<file path="config.mk">
export PLATFORM = sky130hd
export DESIGN_NAME = fcr_out_queue
export DESIGN_NICKNAME = d
export VERILOG_FILES = /design/src/hw/rtl/frame_crop_rotate_engine_defines.svh /design/src/hw/rtl/fcr_pkg.sv /design/src/hw/rtl/fcr_out_queue.sv
export SDC_FILE = /design/constraint.sdc
export NUM_CORES = 1
export LEC_CHECK = 0
export ABC_AREA = 0
export BUFFER_PORTS_ARGS = -buffer_cell sky130_fd_sc_hd__buf_4
export CORE_ASPECT_RATIO = 0.8
export CORE_UTILIZATION = 45
export CTS_BUF_LIST = sky130_fd_sc_hd__clkbuf_16
export CTS_CLUSTER_SIZE = 30
export DETAILED_ROUTE_END_ITERATION = 10
export PLACE_DENSITY = 0.75
export SLEW_MARGIN = 5
export SYNTH_ARGS = -nofsm -noshare
export SYNTH_HDL_FRONTEND = slang
export SYNTH_SLANG_ARGS = --single-unit
</file>
<file path="constraint.sdc">
create_clock -name clk_i -period 2.7 [get_ports clk_i]
set_clock_uncertainty 0.05 [all_clocks]
set_input_delay 0.54 -clock clk_i [delete_from_list [all_inputs] [get_ports clk_i]]
set_output_delay 0.54 -clock clk_i [all_outputs]
set_load 0.05 [all_outputs]
</file>
<file path="src/hw/rtl/frame_crop_rotate_engine_defines.svh">
// Assertion macros shared by the RTL of the frame crop and rotate engine.
// Each macro expects clk_i and rst_ni to be visible where it is used.
`ifndef FRAME_CROP_ROTATE_ENGINE_DEFINES_SVH
`define FRAME_CROP_ROTATE_ENGINE_DEFINES_SVH

// The consequent must hold in the same cycle as the antecedent.
`define FCR_ASSERT_NOW(lbl, ante, cons) \
  lbl: assert property (@(posedge clk_i) disable iff (!rst_ni) (ante) |-> (cons)) \
    else $error("fcr assertion failed");

// The consequent must hold in the cycle after the antecedent.
`define FCR_ASSERT_NEXT(lbl, ante, cons) \
  lbl: assert property (@(posedge clk_i) disable iff (!rst_ni) (ante) |=> (cons)) \
    else $error("fcr assertion failed");

`endif

</file>
<file path="src/hw/rtl/fcr_pkg.sv">
`timescale 1ns / 1ps
package fcr_pkg;

  localparam int unsigned DIM_W       = 9;   // frame and crop dimensions
  localparam int unsigned OFS_W       = 8;   // crop offsets
  localparam int unsigned PROD_W      = 2 * DIM_W;
  localparam int unsigned PIX_W       = 24;
  localparam int unsigned CFG_IDX_W   = 3;
  localparam int unsigned CFG_DATA_W  = 9;
  localparam int unsigned QUEUE_DEPTH = 4;
  localparam int unsigned QPTR_W      = 2;
  localparam int unsigned OCC_W       = 3;
  localparam int unsigned OUT_W       = PIX_W + 2;

  typedef enum logic [CFG_IDX_W-1:0] {
    REG_FRAME_WIDTH,
    REG_FRAME_HEIGHT,
    REG_TRANSFORM,
    REG_CROP_LEFT,
    REG_CROP_TOP,
    REG_CROP_WIDTH,
    REG_CROP_HEIGHT
  } cfg_reg_e;

  typedef enum logic {
    MODE_LOAD,
    MODE_FETCH
  } mode_e;

  typedef enum logic {
    XF_CROP,
    XF_ROTATE
  } transform_e;

  typedef struct packed {
    logic [DIM_W-1:0] frame_width;
    logic [DIM_W-1:0] frame_height;
    transform_e       transform;
    logic [OFS_W-1:0] crop_left;
    logic [OFS_W-1:0] crop_top;
    logic [DIM_W-1:0] crop_width;
    logic [DIM_W-1:0] crop_height;
  } cfg_t;

  // Control that travels alongside a fetch through the read pipeline.
  typedef struct packed {
    logic valid;
    logic err;
    logic last;
  } tag_t;

endpackage

</file>
<file path="src/hw/rtl/fcr_out_queue.sv">
`timescale 1ns / 1ps
module fcr_out_queue import fcr_pkg::*; #(
  parameter int unsigned DATA_W = 26
) (
  input  logic              clk_i,
  input  logic              rst_ni,
  input  logic              push_i,
  input  logic [DATA_W-1:0] push_data_i,
  input  logic              pop_i,
  output logic              valid_o,
  output logic [DATA_W-1:0] data_o,
  output logic [OCC_W-1:0]  count_o
);

  logic [DATA_W-1:0] entry_q [QUEUE_DEPTH];
  logic [QPTR_W-1:0] wp_q, wp_d, rp_q, rp_d;
  logic [OCC_W-1:0]  count_q, count_d;

  always_comb begin
    wp_d    = wp_q;
    rp_d    = rp_q;
    count_d = count_q;
    if (push_i) begin
      wp_d = wp_q + QPTR_W'(1);
    end
    if (pop_i) begin
      rp_d = rp_q + QPTR_W'(1);
    end
    if (push_i && !pop_i) begin
      count_d = count_q + OCC_W'(1);
    end else if (pop_i && !push_i) begin
      count_d = count_q - OCC_W'(1);
    end
  end

  always_ff @(posedge clk_i or negedge rst_ni) begin
    if (!rst_ni) begin
      wp_q    <= '0;
      rp_q    <= '0;
      count_q <= '0;
    end else begin
      wp_q    <= wp_d;
      rp_q    <= rp_d;
      count_q <= count_d;
    end
  end

  always_ff @(posedge clk_i) begin
    if (push_i) begin
      entry_q[wp_q] <= push_data_i;
    end
  end

  assign valid_o = count_q != '0;
  assign data_o  = entry_q[rp_q];
  assign count_o = count_q;

endmodule

</file>
==> impl_metrics.yaml, run 1 <==
outcome:
  status: "complete, no violations"
cts:
  clockBufferDepth: 2
  cts-root-buf: "clkbuf_16"
  cts_sinks: 111
  worstSkewPairLatency_ps: 330
  post_cts_buffers: 0
  path_clk_slew_ps: 70
  cts_buffers: 9
  cts_tree: "yes"
  cts_htree_levels: 3
worst_hold_path:
  min_path_type: "in2reg"
die:
  rows: 31
  die_x_um: 110
  dieHeight_um: 88.3
  io_pins: 60
  core_region_area_um2: 9040
  die-area_um2: 9700
  start_util_pct: 46.4
synth:
  synth_most_common_cell: "edfxtp_1"
  synth_area_leader_cell: "edfxtp_1"
  syn-num-nets: 205
  synth_cells: 169
  synth_common_cells: "edfxtp_1, mux4_2, mux4_1"
  synth_edf_count: 104
  ys_ff_latch: 111
  yosys_warnings: 0
  yosysTopAreaCellShare_pct: 74.6
  syn_area_per_cell_um2: 24.8
  synth.distinct_cells: 18
  syn_area_um2: 4190
  ys_seq_area_share_pct: 78.7
  async_reset_ff_share_pct: 6.31
  ys.flop_type: "edfxtp_1"
  netlist_top_cells_area: "edfxtp_1, mux4_2, mux4_1"
sta:
  slew_headroom_pct: 72.5
  finalSetupViolations: 0
  tightest_slew_ps: 413
  timing.setup.tns_ps: 0
  period_minus_slack_ps: 2540
  max_freq_mhz: 394
  finalCritPeriodShare_pct: 93.9
  layout_setup_ws_ps: 164
  slew_violations: 0
  hold_violations: 0
  holdWs_ps: 355
  rsz0062_at_grt: "no"
power_and_ir_drop:
  fin_total_pwr_mw: 6.29
  cellLeakagePower_nw: 1.82
  power_density_nw_per_um2: 1240
  max-vdd-ir-drop_v: 0.000613
placed_design:
  place.gp.congestion: 0.663
  postPlaceCellArea_um2: 4770
  pre_cts_ws_ps: 495
  numPortBuffers: 59
  place_hpwl_um: 4240
  dp_cells: 343
global_routing:
  grt_first_pass_wirelength_um: 10900
  grt_pass1_vias: 2028
  track_usage_pct: 16.1
  grt_max_degree: 28
  grt_overflow_total: 0
  antenna_found_initial: 0
setup_path:
  critPathArrivalTime_ps: 1950
  worstPathMaxFanout: 17
  crit_type: "reg2out"
  cp.required_ps: 2110
  end_kind: "output port"
  startpoint_type: "flop"
layout:
  area_growth_pct: 21.3
  instances_no_fill: 358
  fin_area_um2: 5080
  antenna_cells: 0
  drive_above_1_share_pct: 40.3
  fillerInstances: 702
  multi_input_area_um2: 810
  nNetsFinal: 276
  fin_util_pct: 56.2
  regArea_um2: 3300
detailed_routing:
  drtIter0Drc: 74
  drt-total-wl_um: 6940
  drc: 0
  vias: 1858
  ant_nets: 0
  vias_per_cell: 5.19
  wl_per_cell_um: 19.4
  first_pass_iters: 4
run:
  cap_violations: 0
[state kept, by name (all words and copies together) (netlist names)]
name and count:
entry_q 104, count_o 3, rp_q 2, wp_q 2
[cell type report]
type | instances | area share [%]
clock buffer | 9 | 4.43
clock inverter | 5 | 1.50
inverter | 4 | 0.296
multi-input combinational | 48 | 15.9
sequential | 111 | 65.0
tap | 115 | 2.83
timing repair buffer | 66 | 10.0
[per-layer routing]
layer | part of all wire [%] | GRT usage (%) | vias to the layer above | routed length (um)
met5 | 0 | 0 | - | 0
li1 | - | - | 841 | -
met4 | 0.76 | 4.36 | 0 | 53
met3 | 3.6 | 4.57 | 6 | 247
met1 | 44 | 21.1 | 974 | 3030
met2 | 52 | 26.8 | 37 | 3610
[power breakdown]
group | leakage, nW | internal, mW | switching, mW | total [mW]
logic | 0.631 | 0.901 | 1.64 | 2.54
registers | 1.04 | 2.26 | 0.148 | 2.41
clock network | 0.149 | 0.797 | 0.538 | 1.34
[critical path, stage by stage, from the launching register on]
cell	delay (ps)
dfrtp_2	610
buf_12	240
mux4_2	550
buf_4	210
[final timing paths]
path / from / endpoint / slack (ps) / cells past startpoint
hold reg to reg: count_o[2]$_DFFE_PN0P_ / count_o[2]$_DFFE_PN0P_ / 450 / 1
setup / recovery: rp_q[0]$_DFFE_PN0P_ / data_o[15] / 160 / 3
hold / removal: push_data_i[3] / entry_q[0][3]$_DFFE_PP_ / 360 / 1
min in group asynchronous: rst_ni / rp_q[0]$_DFFE_PN0P_ / 510 / 2
setup reg to reg: wp_q[0]$_DFFE_PN0P_ / entry_q[2][10]$_DFFE_PP_ / 1130 / 4
max in group asynchronous: rst_ni / rp_q[0]$_DFFE_PN0P_ / 1960 / 2
[layout by cell type (no fill, tap or decap), types with 2 or more instances in the layout]
cell,instances
xnor2_1,2
xor2_1,4
bufinv_16,2
dfrtp_1,6
mux4_2,18
mux4_1,8
and2_1,4
ha_1,5
buf_4,64
clkbuf_16,9
inv_1,5
nand2_1,2
edfxtp_1,104
[kinds of logic (layout without fill, tap and decap cells)]
group / after synthesis / after routing / share of synthesized area (%)
AO/OA/AOI/OAI: 1 / 1 / 0.119
XOR/XNOR: 6 / 6 / 1.25
adder cells (fa/ha/maj): 6 / 6 / 1.97
buffers and inverters: 10 / 84 / 1.94
flip-flops: 111 / 111 / 78.7
multiplexers: 27 / 27 / 15.0
AND/OR/NAND/NOR: 8 / 8 / 1.02
[repair_timing]
item / CTS / global route
endpoints found under the setup margin: 0 / 0
hold buffers: 1 / 0
endpoints found under the hold margin: 7 / 0
resized for setup: 0 / 0
No activity file was read; power rests on OpenSTA's default activity.
==> run 2, diff against run 1 <==
Settings changed: CORE_ASPECT_RATIO 0.8 to 0.75.
==> run 2 against run 1 <==
Die area about the same. Count of clock-buffer cells in the layout unchanged. Hold slack got worse by 13 ps. Global-route usage decreased by 0.66 points. Critical path type unchanged. Largest cell class unchanged.
==> impl_metrics.yaml, run 2 (synthesis gave the netlist of run 1 again) <==
detailed_routing:
  drt-total-wl_um: 6570
  drtIter0Drc: 104
  ant_nets: 0
  vias: 1850
  wl_per_cell_um: 17.6
  drc: 0
  first_pass_iters: 4
  vias_per_cell: 4.95
die:
  start_util_pct: 46.3
  die_x_um: 113
  dieHeight_um: 85.6
  die-area_um2: 9700
  rows: 30
  io_pins: 60
  core_region_area_um2: 9050
cts:
  cts_sinks: 111
  clockBufferDepth: 2
  path_clk_slew_ps: 60
  cts_buffers: 9
  cts-root-buf: "clkbuf_16"
  cts_htree_levels: 3
  worstSkewPairLatency_ps: 340
  cts_tree: "yes"
setup_path:
  r2r_start: "wp_q[0]$_DFFE_PN0P_"
  reg2reg_depth: 4
  slowest_delay_ps: 600
  path_cells: "buf_12 > mux4_2 > buf_4"
  startpoint_type: "flop"
  worstPathMaxFanout: 17
  cp.required_ps: 2110
  end_kind: "output port"
  critPathArrivalTime_ps: 1940
  cpMaxStageDelayCell: "dfrtp_2"
  crit_type: "reg2out"
  crit_start: "rp_q[0]$_DFFE_PN0P_"
sta:
  holdWs_ps: 342
  max_freq_mhz: 395
  tightest_slew_ps: 408
  finalCritPeriodShare_pct: 93.9
  timing.setup.tns_ps: 0
  period_minus_slack_ps: 2530
  slew_violations: 0
  finalSetupViolations: 0
  hold_violations: 0
  rsz0062_at_grt: "no"
  slew_headroom_pct: 72.8
power_and_ir_drop:
  max-vdd-ir-drop_v: 0.000530
  fin_total_pwr_mw: 6.20
  cellLeakagePower_nw: 1.82
  power_density_nw_per_um2: 1220
layout:
  regMostFlops: "entry_q"
  area_growth_pct: 21.4
  nNetsFinal: 277
  mostFrequentLayoutCell: "edfxtp_1"
  drive_above_1_share_pct: 40.2
  antenna_cells: 0
  largest_register_ffs: 104
  fin_util_pct: 56.2
  final_cell_mix: "edfxtp_1, buf_4, mux4_2"
placed_design:
  place.gp.congestion: 0.641
  numPortBuffers: 59
  place_hpwl_um: 4090
global_routing:
  grt_first_pass_wirelength_um: 10500
  grt_overflow_total: 0
  grt_pass1_vias: 1988
  antenna_found_initial: 0
  grt_max_degree: 27
  track_usage_pct: 15.4
worst_hold_path:
  whs_path_depth: 2
  hold_start: "pop_i"
  min_path_type: "in2reg"
outcome:
  status: "complete, no violations"
run:
  cap_violations: 0
==> run 2: cell count changes in the layout (fill, tap and decap cells not counted) <==
cell | previous run | this run
buf_4 | 64 | 65
bufinv_16 | 2 | 1
clkinv_1 | 0 | 1
clkinv_2 | 1 | 2
inv_1 | 5 | 6
==> run 2: critical path: cells and delay by family (launching register included) <==
family	cells	cell delay, ps
buf+inv	2	450
flops	1	600
mux	1	530
==> run 2: layout make-up <==
cell class	instances	area [um2]
tap	128	160
clock inverter	7	58.8
inverter	4	15.0
clock buffer	9	225
fill	666	3960
timing repair buffer	67	518
sequential	111	3300
multi-input combinational	48	810
==> run 2: metal layers <==
metal / vias up / track usage (%) / wire length (um) / part of all wire, %
met1: 947 / 19.0 / 2900 / 44
met3: 9 / 6.15 / 337 / 5.1
met2: 47 / 25.4 / 3250 / 50
met5: - / 0 / 0 / 0
li1: 847 / - / - / -
met4: 0 / 5.02 / 76 / 1.2
==> run 2: final timing paths <==
path | slack, ps | end
worst max-delay path | 170 | data_o[9]
worst max register to register | 1160 | entry_q[2][1]$_DFFE_PP_
min in group asynchronous | 490 | count_o[1]$_DFFE_PN0P_
max in group asynchronous | 1970 | rp_q[0]$_DFFE_PN0P_
worst min-delay path | 340 | rp_q[0]$_DFFE_PN0P_
worst min register to register | 440 | count_o[2]$_DFFE_PN0P_
==> run 2: what timing repair did <==
item                                   CTS  global route
buffers inserted                         0             0
endpoints found under the hold margin    7             0
resized for setup                        0             0
hold buffers                             1             0
==> run 2: where the power goes <==
| part | total (mW) | internal, mW | switching [mW] |
|---|---|---|---|
| Sequential | 2.41 | 2.26 | 0.146 |
| Clock | 1.24 | 0.705 | 0.539 |
| Combinational | 2.55 | 0.911 | 1.64 |
| Total | 6.20 | 3.88 | 2.32 |
==> run 2: metrics by stage <==
step	area, um2	std cells	setup slack, ps
after CTS	5090	374	112
after floorplan	4190	169	825
final	5090	374	166
after global placement	4790	357	519
after detailed placement	4790	357	494
after global routing	5090	374	62.8
==> run 3, diff against run 2 <==
Settings changed: CORE_ASPECT_RATIO 0.75 to 2.
==> run 3 against run 2 <==
Clock power grew 6%. Maximum frequency grew 5.3%. Cell count shrank 7.0%. Sequential cell count is the same. Die area grew 0.20%. Hold slack gained 3.4 ps. Count of clock-buffer cells in the layout is the same. Global-route usage shrank 0.31 points. Non-clock buffer count is the same. Register-to-register slack lost 180 ps. Sequential share of layout area shrank 0.30 points. Critical endpoint is now data_o[16]. Largest cell class unchanged. Highest routed layer unchanged.
==> impl_metrics.yaml, run 3 (synthesis gave the netlist of run 1 again) <==
outcome:
  status: "complete, no violations"
setup_path:
  critPathArrivalTime_ps: 1820
  reg2reg_depth: 4
  worstPathMaxFanout: 25
  end_kind: "output port"
  r2r_end: "entry_q[0][6]$_DFFE_PP_"
  reg2reg_slack_ps: 980
  crit_type: "reg2out"
  startpoint_type: "flop"
  r2r_start: "wp_q[0]$_DFFE_PN0P_"
  cp.required_ps: 2110
die:
  io_pins: 60
  die-area_um2: 9720
  rows: 49
  dieHeight_um: 138
  start_util_pct: 46.5
  die_x_um: 70.2
  core_region_area_um2: 9010
cts:
  worstSkewPairLatency_ps: 340
  cts_tree: "yes"
  cts_htree_levels: 3
  path_clk_slew_ps: 70
  cts-root-buf: "clkbuf_16"
  clockBufferDepth: 2
  cts_buffers: 9
  post_cts_buffers: 0
  cts_sinks: 111
worst_hold_path:
  holdPathEnd: "entry_q[3][10]$_DFFE_PP_"
  hold_start: "push_data_i[10]"
  min_path_type: "in2reg"
  whs_path_depth: 1
layout:
  area_growth_pct: 22.0
  regArea_um2: 3300
  multi_input_area_um2: 810
  antenna_cells: 0
  fin_util_pct: 56.7
  regMostFlops: "entry_q"
  mostFrequentLayoutCell: "edfxtp_1"
  largest_register_ffs: 104
  final_cell_mix: "edfxtp_1, buf_4, mux4_2"
  drive_above_1_share_pct: 41.5
  fin_area_um2: 5110
  fillerInstances: 668
  nNetsFinal: 277
placed_design:
  pre_cts_ws_ps: 624
  place_hpwl_um: 4550
  numPortBuffers: 59
  postPlaceCellArea_um2: 4800
  place.gp.congestion: 0.695
global_routing:
  grt_max_degree: 26
  antenna_found_initial: 0
  grt_first_pass_wirelength_um: 10700
  grt_pass1_vias: 1989
  track_usage_pct: 15.1
  grt_overflow_total: 0
power_and_ir_drop:
  p_seq_share_pct: 37.9
  combPwrFrac_pct: 41.4
  cellLeakagePower_nw: 1.83
  clkPwrFrac_pct: 20.8
  p_sw_mw: 2.38
  power_density_nw_per_um2: 1230
  max-vdd-ir-drop_v: 0.000853
  swShare_pct: 37.7
  intPower_mw: 3.93
sta:
  max_freq_mhz: 416
  slew_violations: 0
  slew_headroom_pct: 64.5
  layout_setup_ws_ps: 294
  timing.setup.tns_ps: 0
  tightest_slew_ps: 532
  finalCritPeriodShare_pct: 89.1
  period_minus_slack_ps: 2410
  rsz0062_at_grt: "no"
  holdWs_ps: 346
  hold_violations: 0
  finalSetupViolations: 0
detailed_routing:
  wl_met3_um: 258
  first_pass_iters: 4
  wl_per_cell_um: 19.6
  wl_met1_um: 2490
  ant_nets: 0
  drt-total-wl_um: 6800
  vias_per_cell: 5.36
  drc: 0
  drtIter0Drc: 90
  met2WireLength_um: 3940
  top_layer: "met4"
  vias: 1864
run:
  cap_violations: 0
[run 3: cell count changes in the layout (fill, tap and decap cells not counted)]
cell,change
buf_12,+3
inv_6,+3
clkinv_1,-1
buf_4,-3
clkinv_4,+1
clkinv_2,-1
inv_1,-2
[run 3: what timing repair did]
action / 4_1_cts / 5_1_grt
hold buffers: 1 / 0
gates resized for setup: 0 / 0
hold endpoints to repair: 7 / 0
[run 3: cell type report]
class	instances	area share, %
inverters	4	0.294
clock buffers	9	4.41
repair buffers	67	10.9
flip-flops and latches	111	64.6
clock inverters	7	1.52
well taps	102	2.50
multi-input cells	48	15.8
[run 3: power by group through the flow]
| stage | logic (mW) | clock network, mW | registers, mW |
|---|---|---|---|
| 2_1_floorplan | 1.88 | 0 | 2.46 |
| 3_3_place_gp | 2.63 | 0 | 2.40 |
| 3_5_place_dp | 2.66 | 0 | 2.43 |
| 4_1_cts | 2.66 | 1.33 | 2.40 |
| 5_1_grt | 2.74 | 1.40 | 2.42 |
| 6_report | 2.61 | 1.31 | 2.39 |
[run 3: critical path: stages, from the launching register on]
cell and delay [ps]:
dfrtp_2 430, buf_12 240, mux4_1 590, buf_4 210
[run 3: how the worst max path moves through the flow]
stage / startpoint / end / slack (ps) / cells after the start
6_report: rp_q[0]$_DFFE_PN0P_ / data_o[16] / 290 / 3
5_1_grt: rp_q[0]$_DFFE_PN0P_ / data_o[18] / 200 / 3
4_1_cts: rp_q[0]$_DFFE_PN0P_ / data_o[18] / 260 / 3
3_5_place_dp: rp_q[0]$_DFFE_PN0P_ / data_o[22] / 620 / 3
3_3_place_gp: rp_q[0]$_DFFE_PN0P_ / data_o[18] / 640 / 3
2_1_floorplan: rp_q[0]$_DFFE_PN0P_ / data_o[16] / 820 / 2
[run 3: metrics by stage]
stage | total power, mW | std cells
floorplan | 4.34 | 169
global placement | 5.03 | 331
detailed placement | 5.09 | 331
CTS | 6.39 | 348
global route | 6.55 | 348
finish | 6.31 | 348
[run 3: metal layers]
metal / GRT usage [%] / vias to the layer above
met1: 16.3 / 964
met2: 27.3 / 40
met5: 0 / -
met3: 3.86 / 9
met4: 6.63 / 0
li1: - / 851
