File: src/hw/rtl/frame_crop_rotate_engine_defines.svh
// Assertion macros shared by the RTL of the frame crop and rotate engine.
// Each macro expects clk_i and rst_ni to be visible where it is used.
`ifndef FRAME_CROP_ROTATE_ENGINE_DEFINES_SVH
`define FRAME_CROP_ROTATE_ENGINE_DEFINES_SVH

// The consequent must hold in the same cycle as the antecedent.
`define FCR_ASSERT_NOW(lbl, ante, cons) \
  lbl: assert property (@(posedge clk_i) disable iff (!rst_ni) (ante) |-> (cons)) \
    else $error("fcr assertion failed");

// The consequent must hold in the cycle after the antecedent.
`define FCR_ASSERT_NEXT(lbl, ante, cons) \
  lbl: assert property (@(posedge clk_i) disable iff (!rst_ni) (ante) |=> (cons)) \
    else $error("fcr assertion failed");

`endif

File: src/hw/rtl/fcr_pkg.sv
`timescale 1ns / 1ps
package fcr_pkg;

  localparam int unsigned DIM_W       = 9;   // frame and crop dimensions
  localparam int unsigned OFS_W       = 8;   // crop offsets
  localparam int unsigned PROD_W      = 2 * DIM_W;
  localparam int unsigned PIX_W       = 24;
  localparam int unsigned CFG_IDX_W   = 3;
  localparam int unsigned CFG_DATA_W  = 9;
  localparam int unsigned QUEUE_DEPTH = 4;
  localparam int unsigned QPTR_W      = 2;
  localparam int unsigned OCC_W       = 3;
  localparam int unsigned OUT_W       = PIX_W + 2;

  typedef enum logic [CFG_IDX_W-1:0] {
    REG_FRAME_WIDTH,
    REG_FRAME_HEIGHT,
    REG_TRANSFORM,
    REG_CROP_LEFT,
    REG_CROP_TOP,
    REG_CROP_WIDTH,
    REG_CROP_HEIGHT
  } cfg_reg_e;

  typedef enum logic {
    MODE_LOAD,
    MODE_FETCH
  } mode_e;

  typedef enum logic {
    XF_CROP,
    XF_ROTATE
  } transform_e;

  typedef struct packed {
    logic [DIM_W-1:0] frame_width;
    logic [DIM_W-1:0] frame_height;
    transform_e       transform;
    logic [OFS_W-1:0] crop_left;
    logic [OFS_W-1:0] crop_top;
    logic [DIM_W-1:0] crop_width;
    logic [DIM_W-1:0] crop_height;
  } cfg_t;

  // Control that travels alongside a fetch through the read pipeline.
  typedef struct packed {
    logic valid;
    logic err;
    logic last;
  } tag_t;

endpackage

File: src/hw/rtl/fcr_addr_gen.sv
`timescale 1ns / 1ps
module fcr_addr_gen import fcr_pkg::*; #(
  parameter int unsigned MAX_WIDTH  = 256,
  parameter int unsigned MAX_HEIGHT = 256,
  parameter int unsigned ADDR_W     = 16
) (
  input  logic              clk_i,
  input  logic              rst_ni,
  input  cfg_t              cfg_i,
  input  logic              load_i,
  input  logic              fetch_i,
  output logic              wr_en_o,
  output logic [ADDR_W-1:0] wr_addr_o,
  output logic              rd_en_o,
  output logic [ADDR_W-1:0] rd_addr_o,
  output tag_t              s1_tag_o,
  output tag_t              s2_tag_o
);

  localparam int unsigned DIM_MAX = (1 << DIM_W) - 1;
  localparam int unsigned W_LIM   = (MAX_WIDTH > DIM_MAX) ? DIM_MAX : MAX_WIDTH;
  localparam int unsigned H_LIM   = (MAX_HEIGHT > DIM_MAX) ? DIM_MAX : MAX_HEIGHT;
  localparam logic [DIM_W-1:0] W_MAX = DIM_W'(W_LIM);
  localparam logic [DIM_W-1:0] H_MAX = DIM_W'(H_LIM);

  logic [DIM_W-1:0]  w, h;
  logic [PROD_W-1:0] frame_size;
  logic [PROD_W-1:0] load_q, load_d, load_cur, load_inc;

  logic [DIM_W-1:0]  row_q, row_d, col_q, col_d;
  logic [DIM_W-1:0]  ow, oh, row, col;
  logic [DIM_W:0]    crop_right, crop_bottom, col_nx, row_nx, crop_base;
  logic              bad, col_more, row_more;
  logic [DIM_W-1:0]  r_calc, c_calc;

  tag_t              s1_q, s1_d, s2_q;
  logic [DIM_W-1:0]  s1_r_q, s1_c_q;
  logic [PROD_W-1:0] rd_sum;

  // Frame size clamps into the supported range.
  always_comb begin
    if (cfg_i.frame_width == '0) begin
      w = DIM_W'(1);
    end else if (cfg_i.frame_width > W_MAX) begin
      w = W_MAX;
    end else begin
      w = cfg_i.frame_width;
    end
    if (cfg_i.frame_height == '0) begin
      h = DIM_W'(1);
    end else if (cfg_i.frame_height > H_MAX) begin
      h = H_MAX;
    end else begin
      h = cfg_i.frame_height;
    end
  end

  assign frame_size = PROD_W'(w) * PROD_W'(h);

  // Load address wraps after the last pixel of the frame.
  always_comb begin
    load_cur = (load_q >= frame_size) ? '0 : load_q;
    load_inc = load_cur + PROD_W'(1);
    load_d   = load_q;
    if (load_i) begin
      load_d = (load_inc >= frame_size) ? '0 : load_inc;
    end
  end

  assign wr_en_o   = load_i;
  assign wr_addr_o = ADDR_W'(load_cur);

  // Output position, window check and store coordinates of the next pixel.
  always_comb begin
    crop_right  = {1'b0, cfg_i.crop_left} + {1'b0, cfg_i.crop_width};
    crop_bottom = {1'b0, cfg_i.crop_top} + {1'b0, cfg_i.crop_height};
    bad = (cfg_i.transform == XF_CROP) &&
          ((cfg_i.crop_width == '0) || (cfg_i.crop_height == '0) ||
           (crop_right > {1'b0, w}) || (crop_bottom > {1'b0, h}));
    if (cfg_i.transform == XF_CROP) begin
      ow = cfg_i.crop_width;
      oh = cfg_i.crop_height;
    end else begin
      ow = h;
      oh = w;
    end
    if ((row_q >= oh) || (col_q >= ow)) begin
      row = '0;
      col = '0;
    end else begin
      row = row_q;
      col = col_q;
    end
    col_nx   = {1'b0, col} + (DIM_W+1)'(1);
    row_nx   = {1'b0, row} + (DIM_W+1)'(1);
    col_more = col_nx < {1'b0, ow};
    row_more = row_nx < {1'b0, oh};

    crop_base = {1'b0, row} + {1'b0, h} - {2'b0, cfg_i.crop_top} - {1'b0, cfg_i.crop_height};
    if (cfg_i.transform == XF_CROP) begin
      r_calc = crop_base[DIM_W-1:0];
      c_calc = col + {1'b0, cfg_i.crop_left};
    end else begin
      r_calc = col;
      c_calc = w - DIM_W'(1) - row;
    end

    row_d = row_q;
    col_d = col_q;
    s1_d  = '0;
    if (fetch_i) begin
      s1_d.valid = 1'b1;
      if (bad) begin
        row_d      = '0;
        col_d      = '0;
        s1_d.err   = 1'b1;
        s1_d.last  = 1'b1;
      end else if (col_more) begin
        row_d = row;
        col_d = col_nx[DIM_W-1:0];
      end else begin
        col_d = '0;
        if (row_more) begin
          row_d = row_nx[DIM_W-1:0];
        end else begin
          row_d     = '0;
          s1_d.last = 1'b1;
        end
      end
    end
  end

  always_ff @(posedge clk_i or negedge rst_ni) begin
    if (!rst_ni) begin
      load_q <= '0;
      row_q  <= '0;
      col_q  <= '0;
      s1_q   <= '0;
      s2_q   <= '0;
    end else begin
      load_q <= load_d;
      row_q  <= row_d;
      col_q  <= col_d;
      s1_q   <= s1_d;
      s2_q   <= s1_q;
    end
  end

  always_ff @(posedge clk_i) begin
    if (fetch_i) begin
      s1_r_q <= r_calc;
      s1_c_q <= c_calc;
    end
  end

  // Linear store address: row times frame width plus column.
  assign rd_sum    = PROD_W'(s1_r_q) * PROD_W'(w) + PROD_W'(s1_c_q);
  assign rd_addr_o = ADDR_W'(rd_sum);
  assign rd_en_o   = s1_q.valid && !s1_q.err;
  assign s1_tag_o  = s1_q;
  assign s2_tag_o  = s2_q;

endmodule

File: config.mk
export PLATFORM = sky130hd
export DESIGN_NAME = fcr_addr_gen
export DESIGN_NICKNAME = d
export VERILOG_FILES = /design/src/hw/rtl/frame_crop_rotate_engine_defines.svh /design/src/hw/rtl/fcr_pkg.sv /design/src/hw/rtl/fcr_addr_gen.sv
export SDC_FILE = /design/constraint.sdc
export NUM_CORES = 1
export LEC_CHECK = 0
export BUFFER_PORTS_ARGS = -buffer_cell sky130_fd_sc_hd__buf_2
export CAP_MARGIN = 20
export CORE_MARGIN = 1.5
export CORE_UTILIZATION = 64
export DETAILED_ROUTE_END_ITERATION = 8
export PLACE_DENSITY = 0.93
export SLEW_MARGIN = 20
export SYNTH_ARGS = -nofsm -noshare
export SYNTH_HDL_FRONTEND = slang
export SYNTH_SLANG_ARGS = --single-unit
File: constraint.sdc
create_clock -name clk_i -period 16.1 [get_ports clk_i]
set_input_delay 3.22 -clock clk_i [delete_from_list [all_inputs] [get_ports clk_i]]
set_output_delay 3.22 -clock clk_i [all_outputs]
set_load 0.01 [all_outputs]
==> results of run 1 <==
where the power goes:
part	leakage, uW	internal, uW	switching [uW]
registers	0.000749	182	32.0
clock network	0.000153	128	77.8
logic	0.00656	399	527
total	0.00747	710	637
worst max-delay path: cells and delay by family:
kind                     cells  cell delay [ns]
XOR/XNOR                     2             0.41
buffers and inverters        7             1.69
multiplexers                 1             0.20
adder cells (fa/ha/maj)      8             2.88
AO/OA/AOI/OAI               15             3.25
AND/OR/NAND/NOR             10             2.96
Yosys cell counts (13+ instances only):
cell type,count
sky130_fd_sc_hd__inv_1,247
sky130_fd_sc_hd__nand4_1,13
sky130_fd_sc_hd__nand3_1,29
sky130_fd_sc_hd__nand2_1,154
sky130_fd_sc_hd__nor3_1,21
sky130_fd_sc_hd__nor2b_1,21
sky130_fd_sc_hd__dfrtp_1,42
sky130_fd_sc_hd__xor2_1,27
sky130_fd_sc_hd__fa_1,124
sky130_fd_sc_hd__nor2_1,97
sky130_fd_sc_hd__a21oi_1,73
sky130_fd_sc_hd__mux2i_1,24
sky130_fd_sc_hd__clkbuf_1,31
sky130_fd_sc_hd__and3_1,21
sky130_fd_sc_hd__edfxtp_1,18
sky130_fd_sc_hd__nand2b_1,16
sky130_fd_sc_hd__xnor2_1,65
sky130_fd_sc_hd__ha_1,219
sky130_fd_sc_hd__a21o_1,18
sky130_fd_sc_hd__o21ai_0,38
sky130_fd_sc_hd__and2_1,57
state kept, by name (all words and copies together) (netlist names):
signal,count
load_q,18
s2_tag_o,3
row_q,9
col_q,9
s1_r_q,9
s1_tag_o,3
s1_c_q,9
cells by family (layout without fill, tap and decap cells):
group           count (synthesis)  count (layout)
compound gates                249             249
simple gates                  481             481
mux                            31              31
other cells                     0               2
xor+xnor                       92              92
flops                          60              60
fa+ha+maj                     343             343
buf+inv                       302             373
final timing paths:
path,from,end,slack [ns],cells after the start
min in group asynchronous,rst_ni,load_q[15],3.04,1
worst min register to register,s1_tag_o[0],s2_tag_o[0],0.37,0
worst min-delay path,s1_tag_o[0],s2_tag_o[0],0.37,0
worst max register to register,load_q[3],load_q[15],9.32,24
max in group asynchronous,rst_ni,col_q[7],12.44,1
worst max-delay path,cfg_i[52],load_q[15],1.71,43
per-layer routing:
layer | share of wire (%) | vias up | track usage [%] | wire (microns)
li1 | - | 5330 | - | -
met1 | 39 | 5637 | 44.6 | 14200
met2 | 46 | 667 | 57.0 | 16700
met3 | 9.6 | 147 | 5.78 | 3480
met4 | 5.1 | 0 | 17.7 | 1850
met5 | 0 | - | 0 | 0
per-stage QoR:
| step | util [%] | cell area, sq um | setup slack [ns] | hold slack (ns) | std cells |
|---|---|---|---|---|---|
| 3_5_place_dp | 68.3 | 13800 | 1.67 | 0.361 | 1883 |
| 3_3_place_gp | 68.3 | 13800 | 2.17 | 0.355 | 1883 |
| 4_1_cts | 69.8 | 14100 | 1.90 | 0.375 | 1899 |
| 6_report | 69.8 | 14100 | 1.71 | 0.373 | 1901 |
| 2_1_floorplan | - | 13200 | 2.67 | 0.416 | 1558 |
| 5_1_grt | 69.8 | 14100 | 1.02 | 0.384 | 1900 |
cell type report:
| type | instances | area (sq um) |
|---|---|---|
| multi-input cells | 1196 | 10400 |
| fillers | 1482 | 6110 |
| flip-flops and latches | 60 | 1590 |
| inverters | 252 | 946 |
| repair buffers | 105 | 548 |
| well taps | 270 | 338 |
| clock buffers | 12 | 256 |
| clock inverters | 4 | 48.8 |
| diodes | 2 | 5.00 |
cells in the final DEF, fill, tap and decap left out, types with 16 or more instances in the layout:
master                     count
sky130_fd_sc_hd__inv_1       247
sky130_fd_sc_hd__ha_1        219
sky130_fd_sc_hd__nand2_1     154
sky130_fd_sc_hd__fa_1        124
sky130_fd_sc_hd__nor2_1       97
sky130_fd_sc_hd__buf_2        96
sky130_fd_sc_hd__a21oi_1      73
sky130_fd_sc_hd__xnor2_1      65
sky130_fd_sc_hd__and2_1       57
sky130_fd_sc_hd__dfrtp_1      42
sky130_fd_sc_hd__o21ai_0      38
sky130_fd_sc_hd__nand3_1      29
sky130_fd_sc_hd__xor2_1       27
sky130_fd_sc_hd__mux2i_1      24
sky130_fd_sc_hd__nor2b_1      21
sky130_fd_sc_hd__nor3_1       21
sky130_fd_sc_hd__and3_1       21
sky130_fd_sc_hd__a21o_1       18
sky130_fd_sc_hd__edfxtp_1     18
sky130_fd_sc_hd__nand2b_1     16
==> flow_summary_export.csv, run 1 <==
group,metric,value,unit
yosys,synth_area_per_cell,8.45,sq um
cells_and_area,syn2layout_area_growth,7.31,%
timing,report.final.slew_viol_count,0,
timing,fmax,69.5,MHz
detailed_routing,drc,0,
yosys,syn_area,13200,sq um
timing,hold_viol_final,0,
timing,maxSlewHeadroom,24.4,%
floorplanning,chipHeight,146,microns
floorplanning,start_util,65.1,%
grt,grt_antenna_before_repair,1,
yosys,synth.largest_area_cell,"sky130_fd_sc_hd__ha_1",
setup_path,critPathMaxFanout,33,
clock_tree,cts_tree,"yes",
yosys,largest_cells_by_area_after_synthesis,"sky130_fd_sc_hd__ha_1 (21%), sky130_fd_sc_hd__fa_1 (19%), sky130_fd_sc_hd__dfrtp_1 (8.0%)",
clock_tree,clockBufferDepth,2,
grt,grt_util_all_layers,34.8,%
yosys,ys_types,76,
cells_and_area,final_layout_size_suffix_gt1_share,9.33,%
yosys,complex_gate_fraction_of_the_synthesized_area,12.5,%
yosys,syn-num-nets,1958,
pwr,power.ir.vdd_worst,0.0702,mV
timing,setup_violations,0,
clock_tree,ctsHtreeMaxLevel,3,
detailed_routing,num_vias,11800,
cells_and_area,final_nets,2024,
clock_tree,clkLatencyLatePin,0.35,ns
setup_path,crit_slowest_cell,"sky130_fd_sc_hd__or4_1",
yosys,dominant_combinational_cell_family_by_area_after_synthesis,"adder cells",
yosys,ys_seq_area_share,12.1,%
floorplanning,design.die.area,21400,sq um
clock_tree,clkSlewWorstSetupHoldPaths,0.06,ns
setup_path,timing.critical_path.required,16.35,ns
pwr,fin_total_pwr,1350,uW
clock_tree,clockRootBuffer,"sky130_fd_sc_hd__clkbuf_16",
outcome,outcome,"finished clean",
clock_tree,cts_num_sinks,60,
placed_design,detail_placement_hpwl,29200,microns
yosys,multiplexer_share_of_the_synthesized_area,2.45,%
timing,grt_setup_unrepaired,"no",
timing,tightest_slew,1.13,ns
detailed_routing,antenna_left,0,
yosys,yosys.area.top_type_share,20.8,%
grt,grt_pass1_vias,12000,
clock_tree,cts_made_buffers,9,
detailed_routing,detailedRoute.firstPassIterationCount,5,
floorplanning,std_cell_core_area,20200,sq um
grt,grt_first_pass_wirelength,59200,microns
setup_path,worst-endpoint-arrival,14.64,ns
placed_design,place.port_buffers,96,
timing,timing.clock.skew,0.00999,ns
detailed_routing,detail_route.wl_per_cell,19.1,microns
yosys,synth_flop_cell,"sky130_fd_sc_hd__dfrtp_1",
timing,setup_tns,0,ns
yosys,yosys_warnings,0,
clock_tree,post_cts_resize_count,0,
detailed_routing,detail_route.vias_per_cell,6.20,
floorplanning,floorplan.io_pins,97,
setup_path,endpoint_kind,"register",
yosys,synth_edf_count,18,
timing,final_worst_path_cycle_share,89.4,%
yosys,synthAdderAreaFrac,39.7,%
setup_path,cpPeakStageDelay,0.71,ns
yosys,synth-simple-area-share,18.2,%
placed_design,place.gp.congestion,0.993,
clock_tree,ctsHoldBuffers,0,
detailed_routing,first_drt_iteration_drcs,1138,
yosys,netlist_instances,1558,
pwr,power.density_cell_area,95.4,nW/um^2
clock_tree,post-cts-setup-buffer-count,0,
grt,grt_overflow,0,
yosys,synth_xor_area_share,6.12,%
yosys,ys_seq_elements,60,
setup_path,worst-setup-path-type,"in -> reg",
grt,grt_max_degree,43,
pwr,cellLeakagePower,0.00747,uW
setup_path,setup.worst_path.start_class,"primary input",
floorplanning,die_span_x,146,microns
detailed_routing,wl,36200,microns
run,timing.max_cap.violations,0,
floorplanning,core.rowCount,52,
hold_path,hold_path_class,"reg -> reg",
yosys,postSynth.asyncResetShare,70.0,%
timing,period_minus_slack,14.39,ns
Power figures use the tool's default switching activity.
==> run 2: changes to the inputs <==
- CORE_MARGIN: 1.5 -> not set
- REMOVE_ABC_BUFFERS: not set -> 1
==> run 2 against run 1 <==
Design area barely moved. Routed wire length fell by 2.0%. Non-clock buffer count fell by 1. Worst setup slack got worse by 0.25 ns. Via count fell by 0.98%. Total power fell by 0.48%. Clock-buffer cell count did not move.
==> flow_summary_export.csv, run 2 (same netlist as run 1, synthesis figures left out) <==
group,metric,value,unit
pwr,combinational_fraction_of_design_power,68.9,%
pwr,cellLeakagePower,0.00746,uW
cells_and_area,final_layout_size_suffix_gt1_share,9.28,%
cells_and_area,fillers,1512,
timing,final_worst_path_cycle_share,90.9,%
cells_and_area,area_of_all_sequential_standard_cells,1590,sq um
grt,grt_util_all_layers,34.6,%
grt,grt_antenna_before_repair,0,
detailed_routing,wl,35500,microns
cells_and_area,syn2layout_area_growth,7.23,%
setup_path,cpPeakStageDelay,0.71,ns
detailed_routing,first_drt_iteration_drcs,1001,
timing,setup_tns,0,ns
pwr,cellInternalPower,708,uW
timing,timing.clock.skew,0.00682,ns
setup_path,timing.rr.end,"load_q[3]",
timing,hold_viol_final,0,
timing,setup_violations,0,
setup_path,critPathMaxFanout,33,
floorplanning,core.rowCount,52,
placed_design,pre_cts_ws,1.55,ns
clock_tree,clkSlewWorstSetupHoldPaths,0.05,ns
floorplanning,chipHeight,145,microns
clock_tree,clockBufferDepth,2,
setup_path,worst-setup-path-type,"in -> reg",
pwr,power.ir.vdd_worst,0.0739,mV
setup_path,setup_slack_on_the_worst_flop_to_flop_path,9.20,ns
hold_path,worstHoldStart,"s1_tag_o[0]",
cells_and_area,largest_reg_flops,18,
setup_path,worst-endpoint-arrival,14.91,ns
setup_path,setup.worst_path.start_class,"primary input",
cells_and_area,num_antenna_cells,0,
hold_path,timing.hold.worst_path_depth,0,
timing,report.final.slew_viol_count,0,
clock_tree,post_cts_resize_count,0,
clock_tree,ctsHtreeMaxLevel,3,
floorplanning,std_cell_core_area,20200,sq um
pwr,power.density_cell_area,95.0,nW/um^2
detailed_routing,drc,0,
detailed_routing,detail_route.wl_per_cell,18.7,microns
pwr,sw_frac_of_total,47.2,%
pwr,clkPwrFrac,15.1,%
cells_and_area,layout_common_cells,"sky130_fd_sc_hd__inv_1 (247), sky130_fd_sc_hd__ha_1 (219), sky130_fd_sc_hd__nand2_1 (154)",
hold_path,worst_hold_path.endpoint,"s2_tag_o[0]",
detailed_routing,antenna_left,0,
clock_tree,ctsHoldBuffers,0,
clock_tree,cts_tree,"yes",
clock_tree,post-cts-setup-buffer-count,0,
timing,maxSlewHeadroom,27.7,%
setup_path,r2r_cells,24,
grt,grt_overflow,0,
cells_and_area,top_register,"load_q",
cells_and_area,multi_input_comb_area,10400,sq um
timing,grt_setup_unrepaired,"no",
cells_and_area,finalNonFillerCells,1898,
floorplanning,floorplan.io_pins,97,
grt,grt_pass1_vias,11800,
clock_tree,cts_made_buffers,9,
detailed_routing,detailedRoute.firstPassIterationCount,7,
outcome,outcome,"finished clean",
grt,grt_max_degree,43,
placed_design,detail_placement_hpwl,28500,microns
setup_path,timing.critical_path.required,16.36,ns
grt,grt_first_pass_wirelength,57900,microns
setup_path,endpoint_kind,"register",
pwr,power_switching,632,uW
hold_path,hold_path_class,"reg -> reg",
placed_design,placed_cells,1882,
timing,finalWorstSetupSlack,1.46,ns
timing,period_minus_slack,14.64,ns
detailed_routing,detail_route.vias_per_cell,6.15,
placed_design,place.port_buffers,96,
detailed_routing,num_vias,11700,
run,timing.max_cap.violations,0,
floorplanning,die_span_x,145,microns
placed_design,place.gp.congestion,0.985,
cells_and_area,final_common_cell,"sky130_fd_sc_hd__inv_1",
setup_path,rr_startpoint,"load_q[3]",
pwr,p_seq_share,16.1,%
timing,fmax,68.3,MHz
floorplanning,start_util,65.3,%
cells_and_area,final_nets,2023,
clock_tree,clkLatencyLatePin,0.34,ns
floorplanning,design.die.area,21100,sq um
clock_tree,cts_num_sinks,60,
clock_tree,clockRootBuffer,"sky130_fd_sc_hd__clkbuf_16",
timing,tightest_slew,1.08,ns
timing,hold_ws,0.377,ns
setup_path,crit_slowest_cell,"sky130_fd_sc_hd__or4_1",
run 2: cell count changes in the layout (fill, tap and decap cells not counted):
| cell | before | now |
|---|---|---|
| sky130_fd_sc_hd__buf_2 | 96 | 95 |
| sky130_fd_sc_hd__diode_2 | 2 | 0 |
run 2: power by group through the flow:
stage	sequential, uW	clock, uW	combinational, uW
3_5_place_dp	216	0	903
6_report	215	202	923
5_1_grt	218	210	1030
3_3_place_gp	215	0	865
4_1_cts	214	205	913
2_1_floorplan	205	0	650
run 2: cell type report:
class	count	area share (%)
Multi-Input combinational cell	1196	73.6
Sequential cell	60	11.3
Inverter	252	6.70
Timing Repair Buffer	104	3.85
Tap cell	270	2.39
Clock buffer	12	1.82
Clock inverter	4	0.346
run 2: worst max-delay path, delay by kind of cell:
family	cells	cell delay (ns)
buf+inv	7	1.74
compound gates	15	3.15
simple gates	11	3.46
xor+xnor	2	0.33
fa+ha+maj	8	2.99
run 2: metal layers:
| metal | vias up | part of all wire, % | GRT usage [%] |
|---|---|---|---|
| met1 | 5625 | 39 | 43.8 |
| li1 | 5333 | - | - |
| met3 | 117 | 8.4 | 4.92 |
| met4 | 0 | 4.3 | 17.7 |
| met5 | - | 0 | 0 |
| met2 | 591 | 48 | 57.7 |
run 2: worst max path at each step:
stage | from | end | slack [ns] | cells after the start
floorplan | cfg_i[45] | load_q[10] | 2.68 | 39
global placement | cfg_i[52] | load_q[10] | 2.04 | 43
finish | cfg_i[52] | load_q[3] | 1.46 | 43
CTS | cfg_i[52] | load_q[10] | 1.74 | 43
global route | cfg_i[52] | load_q[10] | 0.79 | 43
detailed placement | cfg_i[52] | load_q[10] | 1.55 | 43
run 2: stage by stage:
| step | utilization [%] | area [sq um] | power [uW] |
|---|---|---|---|
| 3_5_place_dp | 68.5 | 13800 | 1120 |
| 3_3_place_gp | 68.5 | 13800 | 1080 |
| 5_1_grt | 70.0 | 14100 | 1460 |
| 4_1_cts | 70.0 | 14100 | 1330 |
| 2_1_floorplan | - | 12900 | 855 |
| 6_report | 70.0 | 14100 | 1340 |
